## config.mk

```make
export PLATFORM = sky130hd
export DESIGN_NAME = tak_mul
export DESIGN_NICKNAME = d
export VERILOG_FILES = /design/src/rtl/tak_pkg.sv /design/src/rtl/tak_mul.sv
export SDC_FILE = /design/constraint.sdc
export NUM_CORES = 2
export LEC_CHECK = 0
export ABC_AREA = 1
export BUFFER_PORTS_ARGS = -buffer_cell sky130_fd_sc_hd__buf_2
export CORE_ASPECT_RATIO = 0.6
export CORE_UTILIZATION = 45
export DETAILED_ROUTE_END_ITERATION = 10
export HOLD_SLACK_MARGIN = 0.15
export PLACE_DENSITY = 0.57
export SYNTH_ARGS = -nofsm -noshare
export SYNTH_HDL_FRONTEND = slang
export SYNTH_SLANG_ARGS = --single-unit
```

## constraint.sdc

```tcl
create_clock -name clock -period 8.6 [get_ports clock]
set_clock_uncertainty 0.2 [all_clocks]
set_input_delay 0.43 -clock clock [delete_from_list [all_inputs] [get_ports clock]]
set_output_delay 0.43 -clock clock [all_outputs]
set_load 0.005 [all_outputs]
```

## src/rtl/tak_pkg.sv

```systemverilog
`timescale 1ns / 1ps
package tak_pkg;

   localparam int DATA_BITS = 32;
   localparam int CFG_BITS  = 31;
   localparam int FRAC_BITS = 30;
   // wide enough for any state value plus any rounded product
   localparam int SUM_BITS  = 66;

   localparam logic [CFG_BITS-1:0] ANGLE_NOISE_RST = 31'd1073742;
   localparam logic [CFG_BITS-1:0] BIAS_NOISE_RST  = 31'd3221225;
   localparam logic [CFG_BITS-1:0] MEAS_NOISE_RST  = 31'd536870912;
   localparam logic [CFG_BITS-1:0] TIME_STEP_RST   = 31'd5368709;

   typedef enum logic [1:0] {
      CSR_ANGLE_NOISE = 2'd0,
      CSR_BIAS_NOISE  = 2'd1,
      CSR_MEAS_NOISE  = 2'd2,
      CSR_TIME_STEP   = 2'd3
   } csr_index_type;

   typedef enum logic [3:0] {
      S_IDLE = 4'b0001,
      S_MUL  = 4'b0010,
      S_DIV  = 4'b0100,
      S_OUT  = 4'b1000
   } state_type;

   typedef enum logic [3:0] {
      ST_ANGLE_PRED  = 4'd0,
      ST_AA_PRED     = 4'd1,
      ST_ABBA_PRED   = 4'd2,
      ST_BB_PRED     = 4'd3,
      ST_GAIN_ANGLE  = 4'd4,
      ST_GAIN_BIAS   = 4'd5,
      ST_AA_UPD      = 4'd6,
      ST_AB_UPD      = 4'd7,
      ST_BA_UPD      = 4'd8,
      ST_BB_UPD      = 4'd9,
      ST_ANGLE_UPD   = 4'd10,
      ST_BIAS_UPD    = 4'd11
   } step_type;

   function automatic logic signed [DATA_BITS-1:0] sat32(input logic signed [SUM_BITS-1:0] v);
      logic signed [SUM_BITS-1:0] hi;
      logic signed [SUM_BITS-1:0] lo;
      hi = SUM_BITS'(64'sh7FFF_FFFF);
      lo = -hi - SUM_BITS'(1);
      if (v > hi) return hi[DATA_BITS-1:0];
      if (v < lo) return lo[DATA_BITS-1:0];
      return v[DATA_BITS-1:0];
   endfunction

endpackage

```

## src/rtl/tak_mul.sv

```systemverilog
`timescale 1ns / 1ps
// (a*b) >> 30, round half away from zero, magnitude clamped to 2^62.
// b is consumed 16 bits a cycle, top chunk first.
module tak_mul
   import tak_pkg::*;
#(
   parameter int OW = 34
) (
   input  logic                 clock,
   input  logic                 reset,
   input  logic                 start,
   input  logic signed [OW-1:0] a,
   input  logic signed [OW-1:0] b,
   output logic                 done,
   output logic signed [63:0]   prod
);
   localparam int NCH = (OW + 15) / 16;
   localparam int YW  = NCH * 16;
   localparam int PW  = OW + YW;
   localparam int RW  = PW + 1;
   localparam int CW  = $clog2(NCH + 1);

   logic [OW-1:0]        x_ff;
   logic [YW-1:0]        y_ff;
   logic [PW-1:0]        acc_ff, acc_in;
   logic                 neg_ff;
   logic [CW-1:0]        cnt_ff;
   logic                 run_ff, fin_ff, done_ff;
   logic signed [63:0]   prod_ff, prod_in;
   logic [OW-1:0]        mag_a, mag_b;
   logic [OW+15:0]       pp;
   logic [RW-1:0]        rnd;
   logic                 last;

   assign mag_a = a[OW-1] ? (~a + 1'b1) : a;
   assign mag_b = b[OW-1] ? (~b + 1'b1) : b;
   assign pp    = x_ff * y_ff[YW-1 -: 16];
   assign acc_in = (acc_ff << 16) + PW'(pp);
   assign last  = (cnt_ff == CW'(NCH - 1));

   always_comb begin
      rnd = ({1'b0, acc_ff} + (RW'(1) << (FRAC_BITS - 1))) >> FRAC_BITS;
      if (rnd > (RW'(1) << 62)) rnd = RW'(1) << 62;
      prod_in = neg_ff ? -$signed(64'(rnd[62:0])) : $signed(64'(rnd[62:0]));
   end

   always_ff @(posedge clock) begin
      if (reset) begin
         run_ff  <= 1'b0;
         fin_ff  <= 1'b0;
         done_ff <= 1'b0;
         cnt_ff  <= '0;
      end else begin
         done_ff <= fin_ff;
         fin_ff  <= run_ff && last;
         if (start) begin
            run_ff <= 1'b1;
            cnt_ff <= '0;
         end else if (run_ff) begin
            cnt_ff <= cnt_ff + 1'b1;
            if (last) run_ff <= 1'b0;
         end
      end
   end

   always_ff @(posedge clock) begin
      if (start) begin
         x_ff   <= mag_a;
         y_ff   <= YW'(mag_b);
         acc_ff <= '0;
         neg_ff <= a[OW-1] ^ b[OW-1];
      end else if (run_ff) begin
         acc_ff <= acc_in;
         y_ff   <= y_ff << 16;
      end
      if (fin_ff) prod_ff <= prod_in;
   end

   assign done = done_ff;
   assign prod = prod_ff;
endmodule

```

# Yosys cells after proc, flatten, opt, wreduce, memory -nomap -nowiden
# Index checks and enable logic that the tools add are counted.
# word_totals
mem_bits_rw,0
output_inout_bits,65
mem_bits_ro,0
n_memories,0
latch_bits,0
ff_bits,234
# classes
div_mod_pow,0
n_bitwise,3
n_addsub,6
n_shift,0
eq_ne,1
mux,9
reduce_logical,3
multipliers,1
magnitude_cmp,1
# op_table
op,n
$mux 63,2
$mux 34,3
$add 82x30->83 const B,1
$add 82x50->82,1
$add 34x1->34 const B,2
$not 34->34,2
$neg 63->64,1
$gt 53x63->1 const B,1
$mul 34x16->50,1
$mux 33,1
$mux 1,3
$add 2x1->2 const B,1
$eq 2x2->1 const B,1
$reduce_bool 2->1,1
$reduce_or 2->1,1
$logic_and 1x1->1,1
$xor 1x1->1,1

# Longest topological paths before layout
# logic_depth
ltp_word,5
depth_mapped,32
depth_no_buf,30

# Worst setup path before layout
# Ideal clock, no wire load.
# synth_timing
path_kind,register to register
startpoint,register x_ff[5]
endpoint,register acc_ff[57]
n_path_buf,2
arrival_time_ps,5702
t_required_ps,8285
path_stages_with_launch,31
slack_ps,2582
setup_time_ps,115
cell_sequence,edfxtp_1 > clkbuf_1 > clkbuf_1 > nand2_1 > fa_1 > inv_1 > fa_1 > inv_1 > fa_1 > inv_1 > fa_1 > fa_1 > inv_1 > fa_1 > inv_1 > ha_1 > nand2_1 > nor2_1 > inv_1 > nor3_1 > nand2_1 > nand2_1 > nand2_1 > nand2_1 > nand2_1 > nand2_1 > nand2_1 > nand3_1 > nand2_1 > o21ai_0 > inv_1
# synth_between
elab_chain_len,2
# synth_rtl
item,line,rtl
from (decl),tak_mul.sv:23,logic [OW-1:0] x_ff;
from (signal assigned),tak_mul.sv:68,x_ff <= mag_a;
$mul 34x16->50,tak_mul.sv:37,assign pp = x_ff * y_ff[YW-1 -: 16];
$add 82x50->82,tak_mul.sv:38,assign acc_in = (acc_ff << 16) + PW'(pp);
to (signal assigned),tak_mul.sv:73,acc_ff <= acc_in;
to (decl),tak_mul.sv:25,"logic [PW-1:0] acc_ff, acc_in;"
# Every way passes these cells.
# A chain may end at the register's enable or synchronous reset.

# Worst setup path after layout
# layout_timing
startpoint,register y_ff[36]
endpoint,register acc_ff[37]
# layout_between
elab_chain_len,2
# layout_rtl
item,line,rtl
from (decl),tak_mul.sv:24,logic [YW-1:0] y_ff;
from (signal assigned),tak_mul.sv:69,y_ff <= YW'(mag_b);
from (signal assigned),tak_mul.sv:74,y_ff <= y_ff << 16;
$mul 34x16->50,tak_mul.sv:37,
$add 82x50->82,tak_mul.sv:38,
# Every way passes these cells.

==> results.toml <==
[sta]
setup_violations = 0
hold_viol_final = 0
slew_violations = 0
fin_tns_setup_ns = 0
min_period_over_period = 0.906
fmax_mhz = 128
rsz0062_at_grt = "no"
slew_headroom = 0.164
fin_crit_ns = 7.79
worstMarginPinSlew_ns = 1.24

[synth]
synth_compound_area_frac = 0.0672
synth_nets = 5453
synth_fa_ha_area_frac = 0.333
syn_inst = 4759
synth_edf_count = 133
yosysUniqueCellTypes = 49
synthSimpleGateAreaFrac = 0.242
synth_top_family_by_area = "adder cells"
yosysTopAreaCellShare = 0.281
yosys.area_share.xor_xnor = 0.0292
synth.largest_area_cell = "fa_1"
synthMuxAreaShare = 0
ys_warn_count = 0
ys_top_cells_by_area = "fa_1 (28%), nand2_1 (14%), inv_1 (13%), edfxtp_1 (12%), dfxtp_1 (5.9%)"
synth_seq_area_share = 0.176
ys.flop_type = "edfxtp_1"
ys_ff_latch = 234
netlist_area_sq_um = 34200
synthArstFlopShare = 0
syn_area_per_cell_sq_um = 7.19

[detailed_routing]
wl_um = 118000
antenna_left = 0
viasPerCell = 5.21
drtPass1Iterations = 8
wl_per_cell_um = 20.0
drc = 0
route.vias.total = 30600
drtIter0Drc = 3167

[clock_tree]
clock_latency_ns = 0.62
cts.reportedPaths.clkPinSlew_ns = 0.06
root_buffer = "clkbuf_16"
h-tree-depth = 1
numCtsBuffers = 29
clock-sinks = 234
tritoncts = "built"
postCtsSetupBuffers = 0
clk_path_buf_depth = 3

[setup_path]
r2r-start = "y_ff[36]"
cp_max_fo = 18
r2r_end = "acc_ff[37]"
start_kind = "register"
worstPathArrival_ns = 8.12
cp_data_required_time_ns = 8.94
crit_end = "acc_ff[37]"
reg2reg_depth = 25
rrSetupSlack_ns = 0.81
critPathCaptureType = "register"
path_class = "reg -> reg"
startpoint = "y_ff[36]"

[hold_path]
hold_class = "in -> reg"

[die]
initial_core_util = 0.460
dieWidth_um = 358
fp.dieArea_sq_um = 77200
coreArea_sq_um = 74400
pin_count = 136
die_h_um = 216
rows = 77

[layout]
fill_cells = 7615
area_growth_pct = 9.39
drive_gt1_frac = 0.0686
final_util = 0.503
most-common-layout-cells = "nand2_1 (1237), inv_1 (1203), fa_1 (480)"
layout_commonest_cell = "nand2_1"
fin_nets = 5554

[global_route]
grt.total_usage = 0.311
grt_pass1_vias = 29800
antenna_found_initial = 1
grt_max_degree = 62
grt-ovfl-total = 0
grt_pass1_wl_um = 182000

[power_and_ir_drop]
powerDensity_nw_per_um2 = 265
ir_worst_vdd_v = 0.000270
p_leak_nw = 19.8

[place]
gp_congestion = 1.03
port_buffers = 135
dp_hpwl_um = 97100

[run]
maxCapViolations = 0

[status]
status = "finished, final reports clean"
## where the power goes
part,total [mW],switching (mW),internal [mW]
Combinational,7.00,4.83,2.17
Sequential,1.61,0.267,1.35
Clock,1.28,0.574,0.707
Total,9.90,5.67,4.23
## per-layer routing
| metal | global-route usage | part of all wire | up-vias |
|---|---|---|---|
| met5 | 0 | 0 | - |
| met4 | 0.0338 | 0.011 | 0 |
| met2 | 0.391 | 0.36 | 1484 |
| met1 | 0.515 | 0.50 | 14700 |
| li1 | - | - | 14300 |
| met3 | 0.100 | 0.13 | 89 |
## cells by family after synthesis
family,after synthesis
fa+ha+maj,623
compound gates,422
simple gates,1974
flops,234
buf+inv,1392
xor+xnor,114
## worst min-delay path by stage
stage,start,end,slack (ns),depth (start not counted)
after CTS,b[19],y_ff[19],0.17,4
final,b[22],y_ff[22],0.19,4
after floorplan,acc_ff[19],acc_ff[19],0.23,2
after global placement,y_ff[25],y_ff[41],0.24,1
after detailed placement,y_ff[25],y_ff[41],0.24,1
after global routing,b[22],y_ff[22],0.21,4
## cell type report
class,instances,area (sq um),area share
flip-flops and latches,234,6020,0.161
well taps,987,1230,0.0330
diodes,1,2.50,0.0000669
inverters,1214,4560,0.122
clock inverters,17,151,0.00405
repair buffers,248,1700,0.0454
clock buffers,36,783,0.0209
multi-input cells,3133,23000,0.614
## sequential cells by signal, summed over array words and instances (netlist names)
name and count:
fin_ff 1, run_ff 1, acc_ff 82, y_ff 48, cnt_ff 2, prod 64, x_ff 34, neg_ff 1
done 1
## worst max-delay path, cell delays in order (launching register included)
cell,delay [ns]
dfxtp_1,1.04
buf_4,0.29
nand2_1,0.06
inv_1,0.10
fa_1,0.40
inv_1,0.09
fa_1,0.42
fa_1,0.52
inv_1,0.05
fa_1,0.48
fa_1,0.55
inv_1,0.05
fa_1,0.53
inv_1,0.05
ha_1,0.39
a21oi_1,0.29
o21ai_0,0.24
a21oi_1,0.34
inv_1,0.08
a21oi_1,0.15
nand2_1,0.19
nand2_1,0.10
nand2_1,0.21
xor2_1,0.65
o21ai_0,0.16
inv_1,0.07
## synthesized netlist by cell type, types with 6 or more instances
| master | n |
|---|---|
| ha_1 | 143 |
| xnor2_1 | 34 |
| o21bai_1 | 9 |
| a31oi_1 | 10 |
| nand3b_1 | 11 |
| dfxtp_1 | 101 |
| inv_1 | 1205 |
| o21ai_0 | 180 |
| o22ai_1 | 11 |
| nand4_1 | 39 |
| nor2_1 | 370 |
| nand2_1 | 1237 |
| nor3_1 | 41 |
| fa_1 | 480 |
| edfxtp_1 | 133 |
| nor4_1 | 9 |
| nand3_1 | 168 |
| nor2_2 | 24 |
| clkbuf_1 | 171 |
| a22o_1 | 14 |
| inv_2 | 6 |
| nand2_2 | 34 |
| a21oi_1 | 163 |
| nor2_4 | 19 |
| xor2_1 | 80 |
| o21a_1 | 8 |
## stage by stage
stage               total power, mW  instance area, sq um  std cells  setup WS, ns  hold WS [ns]
floorplan                      5.91                 34200       4759          2.58         0.235
global placement               8.40                 35800       5747          1.10         0.242
detailed placement             8.37                 35800       5747          1.10         0.241
CTS                            9.72                 37400       5869          1.09         0.169
global route                   10.7                 37400       5869         0.480         0.209
finish                         9.90                 37400       5870         0.812         0.191
## what timing repair did
item                      4_1_cts  5_1_grt
resized for setup               0        0
hold buffers                   69        0
hold endpoints to repair       79        0
Power figures use the tool's default switching activity.
