<file path="src/rtl/tak_pkg.sv">
`timescale 1ns / 1ps
package tak_pkg;

   localparam int DATA_BITS = 32;
   localparam int CFG_BITS  = 31;
   localparam int FRAC_BITS = 30;
   // wide enough for any state value plus any rounded product
   localparam int SUM_BITS  = 66;

   localparam logic [CFG_BITS-1:0] ANGLE_NOISE_RST = 31'd1073742;
   localparam logic [CFG_BITS-1:0] BIAS_NOISE_RST  = 31'd3221225;
   localparam logic [CFG_BITS-1:0] MEAS_NOISE_RST  = 31'd536870912;
   localparam logic [CFG_BITS-1:0] TIME_STEP_RST   = 31'd5368709;

   typedef enum logic [1:0] {
      CSR_ANGLE_NOISE = 2'd0,
      CSR_BIAS_NOISE  = 2'd1,
      CSR_MEAS_NOISE  = 2'd2,
      CSR_TIME_STEP   = 2'd3
   } csr_index_type;

   typedef enum logic [3:0] {
      S_IDLE = 4'b0001,
      S_MUL  = 4'b0010,
      S_DIV  = 4'b0100,
      S_OUT  = 4'b1000
   } state_type;

   typedef enum logic [3:0] {
      ST_ANGLE_PRED  = 4'd0,
      ST_AA_PRED     = 4'd1,
      ST_ABBA_PRED   = 4'd2,
      ST_BB_PRED     = 4'd3,
      ST_GAIN_ANGLE  = 4'd4,
      ST_GAIN_BIAS   = 4'd5,
      ST_AA_UPD      = 4'd6,
      ST_AB_UPD      = 4'd7,
      ST_BA_UPD      = 4'd8,
      ST_BB_UPD      = 4'd9,
      ST_ANGLE_UPD   = 4'd10,
      ST_BIAS_UPD    = 4'd11
   } step_type;

   function automatic logic signed [DATA_BITS-1:0] sat32(input logic signed [SUM_BITS-1:0] v);
      logic signed [SUM_BITS-1:0] hi;
      logic signed [SUM_BITS-1:0] lo;
      hi = SUM_BITS'(64'sh7FFF_FFFF);
      lo = -hi - SUM_BITS'(1);
      if (v > hi) return hi[DATA_BITS-1:0];
      if (v < lo) return lo[DATA_BITS-1:0];
      return v[DATA_BITS-1:0];
   endfunction

endpackage

</file>
<file path="src/rtl/tak_div.sv">
`timescale 1ns / 1ps
// (n << 30) / d for d > 0, restoring, one quotient bit a cycle.
// Quotient truncated toward zero and saturated to NW bits.
module tak_div
   import tak_pkg::*;
#(
   parameter int NW   = 32,
   parameter int DENW = 32
) (
   input  logic                 clock,
   input  logic                 reset,
   input  logic                 start,
   input  logic signed [NW-1:0] n,
   input  logic [DENW-1:0]      d,
   output logic                 done,
   output logic signed [NW-1:0] q
);
   localparam int DW = NW + FRAC_BITS;
   localparam int CW = $clog2(DW + 1);
   localparam logic [DW-1:0] LIMIT = (DW'(1) << (NW - 1)) - DW'(1);

   logic [DW-1:0]        num_ff;
   logic [DW-1:0]        quo_ff;
   logic [DENW:0]        rem_ff;
   logic [DENW-1:0]      den_ff;
   logic                 neg_ff;
   logic [CW-1:0]        cnt_ff;
   logic                 run_ff, fin_ff, done_ff;
   logic signed [NW-1:0] q_ff, q_in;
   logic [NW-1:0]        mag_n;
   logic [DENW:0]        rem_sh;
   logic                 fits;
   logic [NW-1:0]        qs;
   logic                 last;

   assign mag_n  = n[NW-1] ? (~n + 1'b1) : n;
   assign rem_sh = {rem_ff[DENW-1:0], num_ff[DW-1]};
   assign fits   = (rem_sh >= {1'b0, den_ff});
   assign last   = (cnt_ff == CW'(DW - 1));

   always_comb begin
      qs   = (quo_ff > LIMIT) ? LIMIT[NW-1:0] : quo_ff[NW-1:0];
      q_in = neg_ff ? -$signed(qs) : $signed(qs);
   end

   always_ff @(posedge clock) begin
      if (reset) begin
         run_ff  <= 1'b0;
         fin_ff  <= 1'b0;
         done_ff <= 1'b0;
         cnt_ff  <= '0;
      end else begin
         done_ff <= fin_ff;
         fin_ff  <= run_ff && last;
         if (start) begin
            run_ff <= 1'b1;
            cnt_ff <= '0;
         end else if (run_ff) begin
            cnt_ff <= cnt_ff + 1'b1;
            if (last) run_ff <= 1'b0;
         end
      end
   end

   always_ff @(posedge clock) begin
      if (start) begin
         num_ff <= {mag_n, {FRAC_BITS{1'b0}}};
         quo_ff <= '0;
         rem_ff <= '0;
         den_ff <= d;
         neg_ff <= n[NW-1];
      end else if (run_ff) begin
         num_ff <= num_ff << 1;
         quo_ff <= {quo_ff[DW-2:0], fits};
         rem_ff <= fits ? (rem_sh - {1'b0, den_ff}) : rem_sh;
      end
      if (fin_ff) q_ff <= q_in;
   end

   assign done = done_ff;
   assign q    = q_ff;
endmodule

</file>
<file path="config.mk">
export PLATFORM = sky130hd
export DESIGN_NAME = tak_div
export DESIGN_NICKNAME = d
export VERILOG_FILES = /design/src/rtl/tak_pkg.sv /design/src/rtl/tak_div.sv
export SDC_FILE = /design/constraint.sdc
export NUM_CORES = 1
export LEC_CHECK = 0
export BUFFER_PORTS_ARGS = -buffer_cell sky130_fd_sc_hd__buf_2
export CORE_MARGIN = 3
export CORE_UTILIZATION = 30
export CTS_CLUSTER_SIZE = 24
export DETAILED_ROUTE_END_ITERATION = 8
export PLACE_DENSITY_LB_ADDON = 0.2
export SKIP_CTS_REPAIR_TIMING = 1
export SYNTH_ARGS = -nofsm -noshare
export SYNTH_HDL_FRONTEND = slang
export SYNTH_SLANG_ARGS = --single-unit
</file>
<file path="constraint.sdc">
create_clock -name clock -period 4.7 [get_ports clock]
set_input_delay 0.235 -clock clock [delete_from_list [all_inputs] [get_ports clock]]
set_output_delay 0.235 -clock clock [all_outputs]
set_load 0.05 [all_outputs]
</file>
## Word level (Yosys, flattened, before mapping)

Cells that the tools add are included.

| operators by class | value |
|---|---|
| equality and inequality tests | 1 |
| multiplexer cells | 9 |
| divide/modulo/power cells | 0 |
| shifts and indexed selects | 0 |
| $add $sub $neg | 4 |
| order comparisons | 2 |
| bitwise gates (word level) | 1 |
| reductions and logical operators | 3 |
| multipliers | 0 |

Operators with widths:

| cell | number |
|---|---|
| $mux 32 | 4 |
| $mux 62 | 2 |
| $gt 62x31->1 const B | 1 |
| $ge 33x32->1 | 1 |
| $add 32x1->32 const B | 1 |
| $neg 32->32 | 1 |
| $not 32->32 | 1 |
| $sub 32x32->32 | 1 |
| $add 6x1->6 const B | 1 |
| $eq 6x6->1 const B | 1 |
| $mux 1 | 3 |
| $reduce_bool 2->1 | 1 |
| $reduce_or 2->1 | 1 |
| $logic_and 1x1->1 | 1 |

| word-level totals | value |
|---|---|
| bits in latches | 0 |
| output and inout bits | 33 |
| memories | 0 |
| memory bits (writable) | 0 |
| ROM bits | 0 |
| register bits | 200 |

## Depth between registers and ports, before layout

Gate-level depths: netlist of run 1.

| logic depth | value |
|---|---|
| word-level depth | 4 |
| depth in mapped cells | 16 |
| gate-level depth less buffers | 14 |

## Worst setup path before layout of run 1

No wires, ideal clock.

| timing path | value |
|---|---|
| path type | register to register |
| from | register quo_ff[37] |
| to | register q_ff[30] (netlist: q[30]), data pin |
| slack | 0.440 ns |
| arrival | 3.999 ns |
| setup time | 0.261 ns |
| path buffers | 2 |
| cell stages (with the launch flop) | 15 |
| data required time | 4.439 ns |
| cells stage by stage | dfxtp_1 nor4_1 nand4_1 or2_2 clkbuf_1 clkbuf_1 nor2_1 ha_1 nor3b_4 nand4b_4 or3_4 or4_4 or3_4 or4_4 a221o_1 |

| on the way | value |
|---|---|
| word-level cells in the longest chain between the ends | 4 |

RTL lines:

| element | line | text |
|---|---|---|
| start: declaration | tak_div.sv:23 | `logic [DW-1:0] quo_ff;` |
| start signal: assignment | tak_div.sv:74 | `quo_ff <= {quo_ff[DW-2:0], fits};` |
| $gt 62x31->1 (*) | tak_div.sv:42 | `qs = (quo_ff > LIMIT) ? LIMIT[NW-1:0] : quo_ff[NW-1:0];` |
| $mux 32 (*) | tak_div.sv:42 |  |
| $neg 32->32 | tak_div.sv:43 | `q_in = neg_ff ? -$signed(qs) : $signed(qs);` |
| $mux 32 (*) | tak_div.sv:43 |  |
| named net q_in[30] | tak_div.sv:29 | `logic signed [NW-1:0] q_ff, q_in;` |
| end signal: assignment | tak_div.sv:77 | `if (fin_ff) q_ff <= q_in;` |
| end: declaration | tak_div.sv:29 |  |

Mark *: on every way through the listed nets, which the timed path passes. The rest lies on a longest branch.
A chain may end at the register's enable or synchronous reset.

## Worst setup path after layout of run 1

| timing path | value |
|---|---|
| from | register quo_ff[61] |
| to | register q_ff[30] (netlist: q[30]), data pin |

Same word-level chain as after synthesis.

==> reports/results.ini, run 1 <==
[timing]
fin_tns_setup_ns = 0
worst_pin_slew_ns = 0.9447
final-hold-violation-count = 0
clock_skew_ns = 0.01302
period_share_pct = 92.02
slew_headroom_pct = 37.02
slew_violations = 0
rsz0062_at_grt = false
period_needed_ns = 4.325
finalSetupViolations = 0
timing.hold.ws_ns = 0.1358
fmax_mhz = 231.2
fin_ws_ns = 0.3749

[grt]
grt_pass1_vias = 8031
grt_max_degree = 97
grt_remaining_overflow = 0
grt_use_total_pct = 12.84
grt_pass1_wl_um = 40630
antenna_found_initial = 2

[floorplan]
core-area_mm2 = 0.03480
die_w_um = 194.7
die_area_mm2 = 0.03790
start_util_pct = 30.69
rows = 68
io_pins = 100
die_y_um = 194.7

[clock_tree]
numClockSinks = 200
path_clk_slew_ns = 0.09
cts_made_buffers = 17
cts_tree = done
insertion_delay_ns = 0.46
h-tree-depth = 4
clockRootBuffer = clkbuf_16
cts_max_path_buffers = 2

[finish]
fin_area_mm2 = 0.01256
layout.nets = 1340
drive_gt1_share_pct = 13.05
area_growth_pct = 17.57
final_util_pct = 36.09
stdcell_count = 1706

[run_status]
status = finished clean

[logic_synthesis]
synth_edf_count = 97
yosys_warnings = 0
synth_common_cells = nor2_1 (193), dfxtp_1 (103), edfxtp_1 (97)
syn-cell-area_mm2 = 0.01068
synth_area_per_cell_um2 = 9.377
synth-async-reset-ratio_pct = 0
ys_types = 63
postSynthCellCount = 1139
synthesis.nets = 1243
synth.most_common_cell = nor2_1
synth_flop_cell = dfxtp_1
synth_top_area_share_pct = 27.27
synth_area_leaders = edfxtp_1 (27%), dfxtp_1 (19%), mux2i_1 (6.9%)
yosysTopAreaCell = edfxtp_1
ys_seq_area_share_pct = 46.58
ys_ff_latch = 200

[power_and_ir_drop]
ir_drop_mv = 0.2554
p_total_mw = 4.277
leakage_nw = 4.952
cellPowerDensity_mw_per_mm2 = 340.6

[route]
drt-initial-drc-count = 503
dr_total_vias = 8453
first_pass_iters = 5
detail-route-antenna-nets = 0
remaining_drc_errors = 0
drt_wl_total_um = 24420
routedWlPerCell_um = 14.31
via_per_inst = 4.955

[worst_setup_path]
end_kind = register
cp_max_fo = 6
reg2reg_depth = 12
r2r_start = quo_ff[61]
crit_required_ns = 4.91
critPathArrivalTime_ns = 4.53
critical_path_buf_inv_count = 0
cp.depth = 12
crit_type = reg -> reg
path_cells = nor4_1, nand4_1, or2_2, nor2_1, ha_1, nor3b_4, nand4b_4, or3_4, or4_4, or3_4, or4_4, a221o_1
path_delay_family = simple AND/OR/NAND/NOR gates
max_stage_delay_ns = 0.49
crit_path_start = quo_ff[61]
start_kind = register
r2r_slack_ns = 0.37
crit_path_top_delay_cell = or4_4

[placed_design]
place_ws_ns = 0.4321
portBuffers = 99
place_inst = 1639
routabilityCongestion = 0.8226
placed_area_mm2 = 0.01161
dp_hpwl_um = 17040

[job]
maxCapViolCount = 0

[worst_hold_path]
hold-path-cell-count = 2
min-delay-start = n[0]
hold_path.class = in -> reg

power by group:
group	leakage, nW	internal, mW	switching, mW
Clock	0.299	0.736	0.800
Sequential	1.77	1.92	0.0465
Combinational	2.88	0.323	0.453
Total	4.95	2.98	1.30
flip-flops by register name (all words and copies together), names as in the netlist:
register  cells
run_ff        1
den_ff       32
q            32
cnt_ff        6
neg_ff        1
num_ff       32
quo_ff       62
rem_ff       32
done          1
fin_ff        1
worst register-to-register path, delay by kind of cell, from the launching register on:
kind	cells	cell delay, ns
adders and majority gates	1	0.19
DFF	1	0.32
and+or+nand+nor	10	3.23
AOI/OAI and AO/OA	1	0.33
layout by cell type, fill, tap and decap left out, drive strengths merged, types with 15 or more instances in the layout:
master,Yosys,final
dlygate4sd3,0,33
a21o,16,16
buf,9,107
mux2i,74,74
nand2,60,60
a21oi,93,93
o21ai,46,46
xor2,44,44
a211oi,28,28
edfxtp,97,97
ha,36,36
dfxtp,103,103
nor3,25,25
xnor2,15,15
clkbuf,53,17
inv,48,57
nor2,193,193
or3,24,24
cell families after synthesis:
logic type	count (synthesis)	synth area share, %
multiplexers	74	6.935
buffers and inverters	110	3.866
AND/OR/NAND/NOR	400	17.95
AO/OA/AOI/OAI	259	15.43
adder cells (fa/ha/maj)	37	4.405
flip-flops	200	46.58
XOR/XNOR	59	4.838
final timing paths:
path | to
worst max-delay path | q[30]
worst min-delay path | num_ff[30]
worst max register to register | q[30]
worst min register to register | cnt_ff[5]
layout make-up:
type,instances,area [µm²]
Fill cell,3590,22240
Multi-Input combinational cell,829,5293
Sequential cell,200,4979
Timing Repair Buffer,140,917.1
Tap cell,455,569.3
Clock buffer,17,425.4
Clock inverter,15,188.9
Inverter,48,180.2
Antenna cell,2,5.005
per-layer routing:
metal	up-vias	track usage, %	routed length, µm
met5	-	0	0
met2	171	18.56	10140
met1	3926	19.04	12910
met4	0	4.229	368
met3	26	2.652	999
li1	4330	-	-
(Power assumes the default switching activity.)
==> inputs of run 2 (changes only) <==
- MAX_ROUTING_LAYER: default -> met4
==> run 2 against run 1 <==
Count of clock-buffer cells in the layout unchanged. Design area unchanged. Fmax about the same. Final cell count unchanged. Register-to-register slack about the same. Via count down 0.14%. Core utilization unchanged. Global-route usage up 0.39 points. Combinational power about the same. Power about the same. Die area unchanged. Sequential share of layout area unchanged.
==> reports/results.ini, run 2 (same netlist as run 1, synthesis figures left out) <==
[run_status]
status = finished clean

[worst_setup_path]
critPathArrivalTime_ns = 4.53
end_kind = register
r2r_slack_ns = 0.38
crit_type = reg -> reg
crit_required_ns = 4.91
cp_max_fo = 6
start_kind = register

[route]
via_per_inst = 4.948
dr_total_vias = 8441
detail-route-antenna-nets = 0
first_pass_iters = 5
drt-initial-drc-count = 448
drt_wl_total_um = 24480
remaining_drc_errors = 0
routedWlPerCell_um = 14.35

[floorplan]
rows = 68
io_pins = 100
die_w_um = 194.7
start_util_pct = 30.69
die_area_mm2 = 0.03790
die_y_um = 194.7
core-area_mm2 = 0.03480

[timing]
slew_headroom_pct = 37.24
period_share_pct = 91.95
fin_tns_setup_ns = 0
clock_skew_ns = 0.01189
rsz0062_at_grt = false
fmax_mhz = 231.4
slew_violations = 0
timing.hold.ws_ns = 0.1254
finalSetupViolations = 0
final-hold-violation-count = 0
period_needed_ns = 4.321
worst_pin_slew_ns = 0.9414

[finish]
layout_commonest_cell = nor2_1
layout_common_cells = nor2_1 (193), dfxtp_1 (102), buf_2 (98)
final_util_pct = 36.09
area_growth_pct = 17.57
layout.nets = 1340
largest-register = quo_ff
nFillCells = 3590
drive_gt1_share_pct = 13.05
largest_reg_flops = 62

[clock_tree]
h-tree-depth = 4
cts_max_path_buffers = 2
cts_made_buffers = 17
numClockSinks = 200
clockRootBuffer = clkbuf_16
insertion_delay_ns = 0.46
path_clk_slew_ns = 0.09
cts_tree = done

[worst_hold_path]
hold_path.class = in -> reg

[grt]
grt_max_degree = 97
grt_use_total_pct = 13.23
antenna_found_initial = 2
grt_remaining_overflow = 0
grt_pass1_wl_um = 40680
grt_pass1_vias = 8035

[power_and_ir_drop]
swShare_pct = 30.45
pwr-share-comb_pct = 18.1
pwr-share-seq_pct = 45.9
power_switching_mw = 1.303
internal_power_mw = 2.978
p_clk_share_pct = 36.0
leakage_nw = 4.952
cellPowerDensity_mw_per_mm2 = 340.9
ir_drop_mv = 0.2582

[placed_design]
dp_hpwl_um = 17040
routabilityCongestion = 0.8350
portBuffers = 99

[job]
maxCapViolCount = 0

[run 2: area by class of cell]
cell class	count	area (µm²)	share of cell area (%)
diodes	2	5.005	0.03986
clock buffers	17	425.4	3.388
clock inverters	15	188.9	1.505
inverters	48	180.2	1.435
multi-input cells	829	5293	42.15
flip-flops and latches	200	4979	39.65
well taps	455	569.3	4.534
repair buffers	140	917.1	7.304
[run 2: stage by stage]
step | setup WS (ns) | cell area [µm²] | cells | total power, mW
detailed placement | 0.4321 | 11610 | 1639 | 2.758
global placement | 0.4804 | 11610 | 1639 | 2.755
finish | 0.3786 | 12560 | 1706 | 4.281
floorplan | 0.4403 | 10680 | 1139 | 2.555
CTS | 0.3981 | 12220 | 1671 | 4.317
global route | 0.2110 | 12560 | 1706 | 4.508
[run 2: final timing paths]
path              startpoint    endpoint  depth (start not counted)
setup / recovery  quo_ff[61]       q[30]                         12
hold / removal          n[0]  num_ff[30]                          2
setup reg to reg  quo_ff[61]       q[30]                         12
hold reg to reg    cnt_ff[5]   cnt_ff[5]                          2
[run 2: per-layer routing]
layer	track usage [%]	up-vias	wire length [µm]
li1	-	4327	-
met1	19.09	3917	12920
met2	18.56	171	10170
met3	2.600	26	1039
met4	4.229	0	343
met5	-	-	0
[run 2: power groups by stage]
stage | Sequential (mW) | Combinational (mW) | Clock (mW)
finish | 1.96 | 0.776 | 1.54
global route | 1.98 | 0.879 | 1.65
CTS | 1.97 | 0.756 | 1.59
detailed placement | 2.01 | 0.752 | 0
global placement | 2.00 | 0.751 | 0
floorplan | 1.99 | 0.569 | 0
[run 2: critical path: stages (launching register included)]
cell	delay [ns]
dfxtp_1	0.32
nor4_1	0.35
nand4_1	0.16
or2_2	0.39
nor2_1	0.18
ha_1	0.19
nor3b_4	0.28
nand4b_4	0.14
or3_4	0.40
or4_4	0.46
or3_4	0.38
or4_4	0.49
a221o_1	0.33
